### config.mk
export PLATFORM = sky130hd
export DESIGN_NAME = utf8_to_ucs2_stream_decoder
export DESIGN_NICKNAME = d
export VERILOG_FILES = /design/src/design/u2u_pkg.sv /design/src/design/utf8_to_ucs2_stream_decoder.sv /design/src/design/u2u_front.sv /design/src/design/u2u_queue.sv /design/src/design/u2u_back.sv
export SDC_FILE = /design/constraint.sdc
export NUM_CORES = 1
export LEC_CHECK = 0
export BUFFER_PORTS_ARGS = -buffer_cell sky130_fd_sc_hd__buf_2
export CAP_MARGIN = 0
export CELL_PAD_IN_SITES_DETAIL_PLACEMENT = 0
export CELL_PAD_IN_SITES_GLOBAL_PLACEMENT = 1
export CORE_ASPECT_RATIO = 0.6
export CORE_MARGIN = 1
export CORE_UTILIZATION = 30
export CTS_CLUSTER_DIAMETER = 40
export CTS_CLUSTER_SIZE = 28
export DETAILED_ROUTE_END_ITERATION = 10
export MAX_ROUTING_LAYER = met4
export PLACE_DENSITY_LB_ADDON = 0.1
export SYNTH_ARGS = -nofsm -noshare
export SYNTH_HDL_FRONTEND = slang
export SYNTH_HIERARCHICAL = 1
export SYNTH_SLANG_ARGS = --single-unit
### constraint.sdc
create_clock -name clk_i -period 8.1 [get_ports clk_i]
set_input_delay 0.405 -clock clk_i [delete_from_list [all_inputs] [get_ports clk_i]]
set_output_delay 0.405 -clock clk_i [all_outputs]
set_load 0.01 [all_outputs]
### src/design/u2u_pkg.sv
// shared types and constants for the utf-8 to ucs-2 stream decoder
`timescale 1ns / 1ps
package u2u_pkg;

  typedef enum logic [1:0] {
    LEAD_ASCII = 2'd0,
    LEAD_TWO   = 2'd1,
    LEAD_THREE = 2'd2,
    LEAD_BAD   = 2'd3
  } lead_e;

  typedef enum logic [1:0] {
    ST_OK    = 2'd0,
    ST_TRUNC = 2'd1,
    ST_MALF  = 2'd2
  } status_e;

  localparam logic [7:0] MASK_TOP1 = 8'h80;
  localparam logic [7:0] MASK_TOP2 = 8'hC0;
  localparam logic [7:0] MASK_TOP3 = 8'hE0;
  localparam logic [7:0] MASK_TOP4 = 8'hF0;
  localparam logic [7:0] CONT_TAG  = 8'h80;

  typedef struct packed {
    logic [7:0] data_byte;
    logic       last_byte;
  } in_word_t;

  typedef struct packed {
    logic [15:0] code_unit;
    logic        is_summary;
    logic [1:0]  status;
    logic [15:0] char_count;
    logic        run_last;
  } out_word_t;

  // classified byte as it travels from front to back
  typedef struct packed {
    lead_e       lead;
    logic        cont_ok;
    logic [5:0]  low_bits;
    logic [3:0]  lead_bits;
    logic        last_byte;
  } item_t;

endpackage

### src/design/utf8_to_ucs2_stream_decoder.sv
// a character or summary word is registered in the output slot when its byte is popped
// throughput: one byte per cycle while the output slot is free; in strict mode a last
//   byte ending a character gives two words, stalling pops until the summary is out
// the two-entry queue between classifier and decoder sets the byte acceptance
// reset: asynchronous, clears sequence state, count, halt and queue; mode is strict
`timescale 1ns / 1ps
module utf8_to_ucs2_stream_decoder #(
  parameter int COUNT_WIDTH = 16
) (
  input  logic               clk_i,
  input  logic               rst_ni,
  input  logic               in_valid_i,
  output logic               in_ready_o,
  input  u2u_pkg::in_word_t  in_data_i,
  output logic               out_valid_o,
  input  logic               out_ready_i,
  output u2u_pkg::out_word_t out_data_o,
  input  logic               cfg_valid_i,
  output logic               cfg_ready_o,
  input  logic               cfg_data_i
);
  import u2u_pkg::*;

  logic  lenient_q, lenient_d;
  item_t front_item, head_item;
  logic  q_full, q_empty, q_pop;

  assign cfg_ready_o = 1'b1;
  assign lenient_d   = (cfg_valid_i && cfg_ready_o) ? cfg_data_i : lenient_q;

  always_ff @(posedge clk_i or negedge rst_ni) begin
    if (!rst_ni) begin
      lenient_q <= 1'b0;
    end else begin
      lenient_q <= lenient_d;
    end
  end

  u2u_front u_front (
    .in_word_i (in_data_i),
    .item_o    (front_item)
  );

  assign in_ready_o = !q_full;

  u2u_queue u_queue (
    .clk_i       (clk_i),
    .rst_ni      (rst_ni),
    .push_i      (in_valid_i),
    .push_item_i (front_item),
    .full_o      (q_full),
    .pop_i       (q_pop),
    .empty_o     (q_empty),
    .head_o      (head_item)
  );

  u2u_back #(
    .COUNT_WIDTH (COUNT_WIDTH)
  ) u_back (
    .clk_i       (clk_i),
    .rst_ni      (rst_ni),
    .lenient_i   (lenient_q),
    .empty_i     (q_empty),
    .item_i      (head_item),
    .pop_o       (q_pop),
    .out_valid_o (out_valid_o),
    .out_ready_i (out_ready_i),
    .out_word_o  (out_data_o)
  );

endmodule

### src/design/u2u_front.sv
// front end: classifies each incoming byte as lead or continuation
`timescale 1ns / 1ps
module u2u_front (
  input  u2u_pkg::in_word_t in_word_i,
  output u2u_pkg::item_t    item_o
);
  import u2u_pkg::*;

  logic [7:0] b;

  assign b = in_word_i.data_byte;

  always_comb begin
    item_o.cont_ok   = (b & MASK_TOP2) == CONT_TAG;
    item_o.low_bits  = b[5:0];
    item_o.last_byte = in_word_i.last_byte;
    priority if ((b & MASK_TOP1) == 8'h00) begin
      item_o.lead      = LEAD_ASCII;
      // ascii keeps bit six in lead_bits
      item_o.lead_bits = {3'b000, b[6]};
    end else if ((b & MASK_TOP3) == MASK_TOP2) begin
      item_o.lead      = LEAD_TWO;
      // two-byte lead keeps five payload bits, the top one sits in lead_bits
      item_o.lead_bits = {3'b000, b[4]};
    end else if ((b & MASK_TOP4) == MASK_TOP3) begin
      item_o.lead      = LEAD_THREE;
      item_o.lead_bits = b[3:0];
    end else begin
      item_o.lead      = LEAD_BAD;
      item_o.lead_bits = 4'h0;
    end
  end

endmodule

### src/design/u2u_queue.sv
// two-entry queue between the byte classifier and the decode back end
`timescale 1ns / 1ps
module u2u_queue (
  input  logic           clk_i,
  input  logic           rst_ni,
  input  logic           push_i,
  input  u2u_pkg::item_t push_item_i,
  output logic           full_o,
  input  logic           pop_i,
  output logic           empty_o,
  output u2u_pkg::item_t head_o
);
  import u2u_pkg::*;

  item_t       mem_q [2];
  logic        wr_ptr_q, wr_ptr_d;
  logic        rd_ptr_q, rd_ptr_d;
  logic [1:0]  fill_q, fill_d;
  logic        do_push, do_pop;

  assign full_o  = fill_q == 2'd2;
  assign empty_o = fill_q == 2'd0;
  assign head_o  = mem_q[rd_ptr_q];
  assign do_push = push_i && !full_o;
  assign do_pop  = pop_i && !empty_o;

  always_comb begin
    wr_ptr_d = do_push ? !wr_ptr_q : wr_ptr_q;
    rd_ptr_d = do_pop ? !rd_ptr_q : rd_ptr_q;
    fill_d   = fill_q + {1'b0, do_push} - {1'b0, do_pop};
  end

  always_ff @(posedge clk_i or negedge rst_ni) begin
    if (!rst_ni) begin
      wr_ptr_q <= 1'b0;
      rd_ptr_q <= 1'b0;
      fill_q   <= 2'd0;
    end else begin
      wr_ptr_q <= wr_ptr_d;
      rd_ptr_q <= rd_ptr_d;
      fill_q   <= fill_d;
    end
  end

  always_ff @(posedge clk_i) begin
    if (do_push) begin
      mem_q[wr_ptr_q] <= push_item_i;
    end
  end

endmodule

### src/design/u2u_back.sv
// back end: sequence state, counting and result word generation
`timescale 1ns / 1ps
module u2u_back #(
  parameter int COUNT_WIDTH = 16
) (
  input  logic              clk_i,
  input  logic              rst_ni,
  input  logic              lenient_i,
  input  logic              empty_i,
  input  u2u_pkg::item_t    item_i,
  output logic              pop_o,
  output logic              out_valid_o,
  input  logic              out_ready_i,
  output u2u_pkg::out_word_t out_word_o
);
  import u2u_pkg::*;

  localparam logic [COUNT_WIDTH-1:0] CountMax = {COUNT_WIDTH{1'b1}};

  logic [1:0]             need_q, need_d;
  logic [1:0]             held_q, held_d;
  logic [11:0]            part_q, part_d;
  logic [1:0]             err_q, err_d;
  logic                   halt_q, halt_d;
  logic [COUNT_WIDTH-1:0] cnt_q, cnt_d;

  logic      out_valid_q, out_valid_d;
  out_word_t out_q, out_d;
  logic      pend_q, pend_d;
  out_word_t pend_word_q, pend_word_d;

  logic      slot_free, go;
  logic      have, do_start;
  logic [15:0] cu, pv16;
  logic [COUNT_WIDTH-1:0] cnt_char;
  out_word_t char_word, sum_word;
  logic [1:0] st;

  function automatic logic [COUNT_WIDTH-1:0] sat_add(logic [COUNT_WIDTH-1:0] c,
                                                      logic [1:0] inc);
    logic [COUNT_WIDTH:0] s;
    s = {1'b0, c} + {{(COUNT_WIDTH - 1){1'b0}}, inc};
    sat_add = s[COUNT_WIDTH] ? CountMax : s[COUNT_WIDTH-1:0];
  endfunction

  function automatic logic [15:0] shown(logic [COUNT_WIDTH-1:0] c);
    shown = (|(c >> 16)) ? 16'hFFFF : 16'(c);
  endfunction

  assign slot_free = !out_valid_q || out_ready_i;
  assign go        = !pend_q && slot_free && !empty_i;
  assign pop_o     = go;

  // decode of the head word against the held sequence state
  always_comb begin
    need_d   = need_q;
    held_d   = held_q;
    part_d   = part_q;
    err_d    = err_q;
    halt_d   = halt_q;
    cnt_d    = cnt_q;
    have     = 1'b0;
    do_start = 1'b0;
    cu       = 16'h0000;
    pv16     = {part_q[9:0], item_i.low_bits};
    cnt_char = cnt_q;
    st       = ST_OK;

    if (!halt_q) begin
      if (need_q == 2'd0) begin
        do_start = 1'b1;
      end else if (lenient_i) begin
        if (!item_i.cont_ok || err_q != 2'd0) begin
          // failed sequence counts one per held byte, then retry as a start
          cnt_d    = sat_add(cnt_d, held_q);
          need_d   = 2'd0;
          held_d   = 2'd0;
          part_d   = 12'h000;
          err_d    = 2'd0;
          do_start = 1'b1;
        end else begin
          held_d = held_q + 2'd1;
          need_d = need_q - 2'd1;
          if (need_q == 2'd1) begin
            cu     = pv16;
            need_d = 2'd0;
            held_d = 2'd0;
            part_d = 12'h000;
            err_d  = 2'd0;
            have   = 1'b1;
          end else begin
            part_d = pv16[11:0];
          end
        end
      end else begin
        if (!item_i.cont_ok) begin
          err_d = ST_MALF;
        end
        held_d = held_q + 2'd1;
        need_d = need_q - 2'd1;
        if (need_q == 2'd1) begin
          need_d = 2'd0;
          held_d = 2'd0;
          part_d = 12'h000;
          if (err_d != 2'd0) begin
            halt_d = 1'b1;
            err_d  = ST_MALF;
          end else begin
            cu    = pv16;
            err_d = 2'd0;
            have  = 1'b1;
          end
        end else begin
          part_d = pv16[11:0];
        end
      end
    end

    if (do_start) begin
      unique case (item_i.lead)
        LEAD_ASCII: begin
          cu   = {9'h000, item_i.lead_bits[0], item_i.low_bits};
          cu[6] = 1'b0;
          cu   = {10'h000, item_i.low_bits} | {9'h000, item_i.lead_bits[0], 6'h00};
          have = 1'b1;
        end
        LEAD_TWO: begin
          part_d = {7'h00, item_i.lead_bits[0], item_i.low_bits[3:0]};
          need_d = 2'd1;
          held_d = 2'd1;
          err_d  = 2'd0;
        end
        LEAD_THREE: begin
          part_d = {8'h00, item_i.lead_bits};
          need_d = 2'd2;
          held_d = 2'd1;
          err_d  = 2'd0;
        end
        default: begin
          if (lenient_i) begin
            cnt_d = sat_add(cnt_d, 2'd1);
          end else begin
            halt_d = 1'b1;
            err_d  = ST_MALF;
          end
        end
      endcase
    end

    if (have) begin
      cnt_d = sat_add(cnt_d, 2'd1);
    end
    cnt_char = cnt_d;

    if (item_i.last_byte) begin
      if (halt_d) begin
        st = ST_MALF;
      end else if (held_d != 2'd0) begin
        if (lenient_i) begin
          cnt_d = sat_add(cnt_d, held_d);
          st    = ST_OK;
        end else begin
          st = ST_TRUNC;
        end
      end else begin
        st = ST_OK;
      end
    end

    char_word.code_unit  = cu;
    char_word.is_summary = 1'b0;
    char_word.status     = ST_OK;
    char_word.char_count = shown(cnt_char);
    char_word.run_last   = !item_i.last_byte;

    sum_word.code_unit  = 16'h0000;
    sum_word.is_summary = 1'b1;
    sum_word.status     = st;
    sum_word.char_count = shown(cnt_d);
    sum_word.run_last   = 1'b1;

    if (item_i.last_byte) begin
      need_d = 2'd0;
      held_d = 2'd0;
      part_d = 12'h000;
      err_d  = 2'd0;
      cnt_d  = '0;
      halt_d = 1'b0;
    end
  end

  // output slot plus one spare for the summary that follows a character
  always_comb begin
    out_valid_d = out_valid_q;
    out_d       = out_q;
    pend_d      = pend_q;
    pend_word_d = pend_word_q;
    if (slot_free) begin
      out_valid_d = 1'b0;
    end
    if (pend_q && slot_free) begin
      out_valid_d = 1'b1;
      out_d       = pend_word_q;
      pend_d      = 1'b0;
    end else if (go) begin
      if (have && !lenient_i) begin
        out_valid_d = 1'b1;
        out_d       = char_word;
        if (item_i.last_byte) begin
          pend_d      = 1'b1;
          pend_word_d = sum_word;
        end
      end else if (item_i.last_byte) begin
        out_valid_d = 1'b1;
        out_d       = sum_word;
      end
    end
  end

  always_ff @(posedge clk_i or negedge rst_ni) begin
    if (!rst_ni) begin
      need_q      <= 2'd0;
      held_q      <= 2'd0;
      part_q      <= 12'h000;
      err_q       <= 2'd0;
      halt_q      <= 1'b0;
      cnt_q       <= '0;
      out_valid_q <= 1'b0;
      pend_q      <= 1'b0;
    end else begin
      out_valid_q <= out_valid_d;
      pend_q      <= pend_d;
      if (go) begin
        need_q <= need_d;
        held_q <= held_d;
        part_q <= part_d;
        err_q  <= err_d;
        halt_q <= halt_d;
        cnt_q  <= cnt_d;
      end
    end
  end

  always_ff @(posedge clk_i) begin
    out_q       <= out_d;
    pend_word_q <= pend_word_d;
  end

  assign out_valid_o = out_valid_q;
  assign out_word_o  = out_q;

  a_pend_has_slot : assert property (@(posedge clk_i) disable iff (!rst_ni)
    pend_q |-> out_valid_q) else $error("spare summary without a word in the slot");

  a_pend_behind_char : assert property (@(posedge clk_i) disable iff (!rst_ni)
    pend_q |-> (!out_q.is_summary && !out_q.run_last))
    else $error("spare summary queued behind a non-character word");

  a_summary_last : assert property (@(posedge clk_i) disable iff (!rst_ni)
    (out_valid_q && out_q.is_summary) |-> (out_q.run_last && out_q.code_unit == 16'h0000))
    else $error("summary word malformed");

  a_no_pop_while_pend : assert property (@(posedge clk_i) disable iff (!rst_ni)
    pend_q |-> !pop_o) else $error("queue popped while a summary is waiting");

  a_seq_state : assert property (@(posedge clk_i) disable iff (!rst_ni)
    halt_q |-> (need_q == 2'd0 && held_q == 2'd0))
    else $error("halted with an open sequence");

endmodule

After elaboration in Yosys (flattened, before gate mapping)
Memories as Yosys holds them, arrays and structs flattened.
Cells that the tools add are included.
{"block": "word_totals", "reg_bits": 96, "latch_bits": 0, "mem_bits_rw": 28, "rom_bits": 0, "output_inout_bits": 39, "elab_cells": 181, "n_memories": 1}
{"name": "u_queue.mem_q", "words": 2, "width": 14, "read_ports": 1, "rd_clocked_by_memory_dff": 0, "write_ports": 1, "line_no": "u2u_queue.sv:15", "source": "item_t mem_q [2];"}
{"block": "classes", "addsub": 8, "n_mul": 0, "div": 0, "n_lt_le_gt_ge": 0, "eq_ne": 7, "shift": 0, "n_mux": 111, "bitwise_logic": 2, "n_reduce_logical": 33}
{"cell": "16-bit 2-to-1 mux", "count": 26}
{"cell": "36-bit 2-to-1 mux", "count": 3}
{"cell": "12-bit 2-to-1 mux", "count": 7}
{"cell": "2-bit 2-to-1 mux", "count": 32}
{"cell": "1-bit 2-to-1 mux", "count": 36}
{"cell": "16-bit by 1-bit adder with 17-bit output (second input constant)", "count": 2}
{"cell": "16-bit by 2-bit adder with 17-bit output", "count": 2}
{"cell": "12-bit case mux with 2 select lines", "count": 1}
{"cell": "19-bit 2-to-1 mux", "count": 1}
{"cell": "4-bit 2-to-1 mux", "count": 3}
{"cell": "2-bit nonzero test", "count": 6}
{"cell": "1-bit logical NOT", "count": 9}
{"cell": "8-bit logical NOT", "count": 1}
{"cell": "2-bit case mux with 2 select lines", "count": 2}
{"cell": "6-bit by 7-bit OR with 7-bit output", "count": 1}
{"cell": "2-bit equality test (second input constant)", "count": 3}
{"cell": "1-bit logical AND", "count": 6}
{"cell": "2-bit logical NOT", "count": 3}
{"cell": "2-bit by 1-bit equality test with 1-bit output (second input constant)", "count": 2}
{"cell": "4-bit equality test (second input constant)", "count": 1}
{"cell": "4-bit AND reduction", "count": 1}
{"cell": "3-bit equality test (second input constant)", "count": 1}
{"cell": "3-bit AND reduction", "count": 1}
{"cell": "3-bit nonzero test", "count": 1}
{"cell": "9 further kinds", "count": 10}

Longest topological paths before layout
An unclocked memory read counts as a cell.
{"block": "depth", "depth_word": 25, "depth_mapped": 29, "mapped_depth_nobuf": 26}

Hierarchy
The synthesis kept the hierarchy.
{"mod": "u2u_back", "n_inst": 1, "cells_per_inst": 729, "area_each_um2": 6635.1, "seq_area_each_um2": 2497.4}
{"mod": "u2u_queue", "n_inst": 1, "cells_per_inst": 62, "area_each_um2": 1263.7, "seq_area_each_um2": 940.9}
{"mod": "u2u_front", "n_inst": 1, "cells_per_inst": 19, "area_each_um2": 130.1, "seq_area_each_um2": 0.0}
{"mod": "utf8_to_ucs2_stream_decoder", "n_inst": 1, "cells_per_inst": 5, "area_each_um2": 55.1, "seq_area_each_um2": 25.0}

Least setup slack after synthesis
No wires, ideal clock.
{"block": "synth_timing", "path_kind": "reg2reg", "start": "register u_back.held_q[0]", "end": "register u_back.out_q (netlist bit u_back/out_word_o[16]), data pin", "setup_ns": 0.260, "arrival_time_ns": 5.624, "t_required_ns": 7.840, "slack_ns": 2.216, "stages_incl_launch_ff": 26, "n_path_buf": 2, "path_cell_list": "dfrtp_1 -> ha_1 -> inv_1 -> fa_1 -> nand3b_1 -> or4_1 -> buf_2 -> or4_1 -> nand3_1 -> nand3_1 -> nor4b_1 -> or3_1 -> o21ai_0 -> inv_1 -> ha_1 -> nand3_1 -> clkbuf_1 -> nor3_1 -> a21oi_1 -> o32ai_1 -> a21boi_0 -> nor4b_4 -> o221ai_2 -> nor4b_2 -> mux2i_1 -> mux2_4"}
{"element": "start, declared", "line_no": "u2u_back.sv:21", "source": "logic [1:0] held_q, held_d;"}
{"element": "start signal, assigned", "line_no": "u2u_back.sv:235", "source": "held_q <= held_d;"}
{"element": "end signal, assigned", "line_no": "u2u_back.sv:245", "source": "out_q <= out_d;"}
{"element": "end, declared", "line_no": "u2u_back.sv:28", "source": "out_word_t out_q, out_d;"}

==> metrics.txt <==
relative slew slack 0.2240; worst path arrival time between 7 and 8 ns; Hold-fix buffers, CTS 0; crit end category flop; Worst setup SP type flop; Worst-path clk slew ~0.060 ns; Tcrit/Tclk final 0.9332; post-DP HPWL 21480 µm; largest net degree at the start of global routing between 40 and 50; final hold violations 0; Tmin final 7.559 ns; Hold WC Path Type in2reg; Net Count, Synth 846; actual slew at the worst max-slew pin 1.164 ns; yosys warns 6; Ports between 50 and 60; later-pin clock latency in the skew report 0.43 ns; Port Buf Inserts between 50 and 60; register bit total from synthesis approximately 120; final antenna diode count 0; vias after detailed routing ~7.0k; initial antenna violation count 1; share of cells above drive strength 1 0.2002; total gr overflow 0; setup slack, reg-to-reg about 0.54 ns; via/cell ratio approximately 5.7; async set or reset register ratio after synthesis 0.3279; Setup Slack @ Placement approximately 0.37 ns; All-Layer GR Usage 0.2167; Total Die Area roughly 0.028 mm²; first-pass GRT wire length 42950 µm; max frequency between 0.1 and 0.15 GHz; die span in x about 210 µm; Synth Cell Area ~0.0081 mm²; Worst Skew 0.008110 ns; max-slew violation count 0; final worst slack between 0.5 and 0.6 ns; synthesized area per cell slightly below 10 µm²; Post-DRT Antenna Nets 0; row count 46; Synth Instances slightly above 800; RSZ-0062 raised after global routing false; clk buf depth 2; Post-Route Setup TNS 0 ns; CTS Buf Count 17; peak supply drop 188.2 µV; pwr/cell area between 300 and 400 mW/mm²; # DRC 0; Area Overhead vs Synth 15.63%; gpl congestion ~0.9; clock sinks ~120; Final setup viols 0; CORE AREA 0.02642 mm²; Unique masters post-synth 95; worst-path fanout max 11; WL final ~28000 µm; CTS tree done; drt pass-1 iters 5; H-tree depth 4; Root Driver clkbuf_16; dominant synthesized flop cell edfxtp_1; # nets final 892; critical path required time approximately 8.4 ns; LEAKAGE between 0.003 and 0.004 µW; outcome complete, no violations; Seq/Total Area, Yosys 0.4284; Initial Utilization 0.3060; Die H around 130 µm; Routed wire per std cell 23.06 µm; number of flops mapped to enable cells by yosys slightly above 80; 1st-iter DRT viols just under 900; vias in the first global route about 6.5k; Max Cap Viol 0; Setup Crit Path Kind reg2reg
-- synth_stat cells (5+ instances only) --
| cell | number | area (µm²) |
|---|---|---|
| edfxtp_1 | 82 | 2462 |
| nand2_1 | 66 | 247.7 |
| o21ai_0 | 51 | 255.2 |
| nor2_1 | 50 | 187.7 |
| dfrtp_1 | 40 | 1001 |
| a21oi_1 | 36 | 180.2 |
| clkbuf_1 | 29 | 108.9 |
| inv_1 | 28 | 105.1 |
| nand3_1 | 27 | 135.1 |
| and2_1 | 22 | 137.6 |
| mux2_2 | 21 | 236.5 |
| nor3_1 | 21 | 105.1 |
| a22o_1 | 18 | 157.7 |
| a31oi_1 | 16 | 100.1 |
| ha_1 | 14 | 175.2 |
| nand4_1 | 14 | 87.58 |
| nor4_1 | 14 | 87.58 |
| xnor2_1 | 14 | 122.6 |
| o211ai_1 | 13 | 97.59 |
| and3_1 | 11 | 68.82 |
| mux2_4 | 11 | 165.2 |
| mux2i_1 | 10 | 100.1 |
| o22ai_1 | 10 | 62.56 |
| buf_4 | 9 | 67.56 |
| nand2b_1 | 9 | 56.30 |
| o21ai_1 | 8 | 40.04 |
| xor2_1 | 8 | 70.07 |
| nand3b_1 | 7 | 52.55 |
| o21a_1 | 7 | 52.55 |
| o31ai_1 | 7 | 52.55 |
| a211oi_1 | 6 | 45.04 |
| nor2b_1 | 6 | 37.54 |
| or2_2 | 6 | 37.54 |
| a21o_1 | 5 | 37.54 |
| and4_1 | 5 | 43.79 |
| or3_1 | 5 | 31.28 |
| or4_1 | 5 | 37.54 |
-- sequential cells by signal (all words and copies together), names as in the netlist --
| signal | count |
|---|---|
| u_queue/wr_ptr_q | 1 |
| lenient_q | 1 |
| u_back/need_q | 2 |
| u_back/pend_q | 1 |
| u_back/halt_q | 1 |
| u_back/cnt_q | 16 |
| u_queue/rd_ptr_q | 1 |
| u_back/err_q | 2 |
| u_back/part_q | 10 |
| u_back/out_word_o | 36 |
| u_back/held_q | 2 |
| u_queue/fill_q | 2 |
| u_queue/mem_q | 28 |
| u_back/out_valid_o | 1 |
| u_back/pend_word_q | 18 |
-- stage by stage --
step                cells  power (µW)    util  area (µm²)  hold slack [ns]
CTS                  1232        3076  0.3531        9328           0.1487
global route         1234        3252  0.3538        9348           0.1590
detailed placement   1200        2237  0.3295        8706           0.4793
global placement     1200        2237  0.3295        8706           0.4749
finish               1234        3067  0.3538        9348           0.1729
floorplan             815        1799       -        8084           0.1094
-- path summary, 6_finish.rpt --
kind / endpoint / start / cells past startpoint
min: u_queue/mem_q[1][0]$_DFFE_PP_ / in_data_i[0] / 1
min reg2reg: u_back/part_q[6]$_DFFE_PN0P_ / u_back/part_q[6]$_DFFE_PN0P_ / 1
max: u_back/out_word_o[16]$_DFFE_PP_ / u_back/held_q[0]$_DFFE_PN0P_ / 24
min in group asynchronous: u_queue/fill_q[0]$_DFF_PN0_ / rst_ni / 1
max in group asynchronous: u_back/part_q[5]$_DFFE_PN0P_ / rst_ni / 1
max reg2reg: u_back/out_word_o[16]$_DFFE_PP_ / u_back/held_q[0]$_DFFE_PN0P_ / 24
-- critical path, stage by stage, from the launching register on --
cell      delay [ns]
dfrtp_1         0.46
ha_1            0.22
inv_1           0.06
fa_1            0.40
nand3b_1        0.36
or4_1           0.66
or4_1           0.54
nand3_1         0.25
nand3_1         0.18
nor4b_1         0.47
or3_1           0.17
o21ai_0         0.15
inv_1           0.09
ha_1            0.21
nand3_2         0.27
a221oi_1        0.31
a21oi_1         0.22
o32ai_1         0.33
a21boi_1        0.42
nor4b_4         0.40
buf_4           0.19
o221ai_2        0.12
nor4b_2         0.31
mux2i_1         0.41
mux2_4          0.22
-- cell families (layout without fill, tap and decap cells) --
kind of cell	after synthesis	in the layout	share of synthesized area
compound gates	239	239	0.2085
xor+xnor	22	22	0.02384
fa+ha+maj	16	16	0.02662
buf+inv	78	137	0.04674
flops	122	122	0.4284
mux	42	42	0.06207
other cells	1	1	0.0004639
simple gates	295	295	0.2034
-- layout by cell type, fill, tap and decap left out, types with 16 or more instances in the layout --
cell       synthesis  final
a21oi_1           36     36
a22o_1            18     18
a31oi_1           16     16
and2_1            22     22
buf_2              4     52
buf_4              9     25
clkbuf_16          0     17
dfrtp_1           40     40
edfxtp_1          82     82
inv_1             28     28
mux2_2            21     21
nand2_1           66     66
nand3_1           27     26
nor2_1            50     50
nor3_1            21     21
o21ai_0           51     50
-- final cells by class --
class | count | area (µm²)
clock buffers | 18 | 439.2
multi-input cells | 615 | 4259
clock inverters | 14 | 182.7
flip-flops and latches | 122 | 3463
inverters | 28 | 105.1
repair buffers | 77 | 447.9
well taps | 360 | 450.4
fillers | 2679 | 17070
-- report_power, final --
part	internal [µW]	total (µW)	leakage (µW)	switching [µW]
clock network	499	815	0.000300	316
registers	896	982	0.00132	85.8
logic	426	1270	0.00189	844
-- metal layers --
metal  vias to the layer above  part of all wire  global-route usage
met5                         -                 0                   -
met4                         0            0.0069             0.04147
met3                        23             0.074             0.04249
met2                       281              0.35              0.2456
met1                      3491              0.57              0.3640
li1                       3233                 -                   -
-- what timing repair did --
item | CTS | global route
setup buffers | 0 | 2
resized for setup | 0 | 2
setup endpoints to repair | 0 | 31
Power figures use the tool's default switching activity.
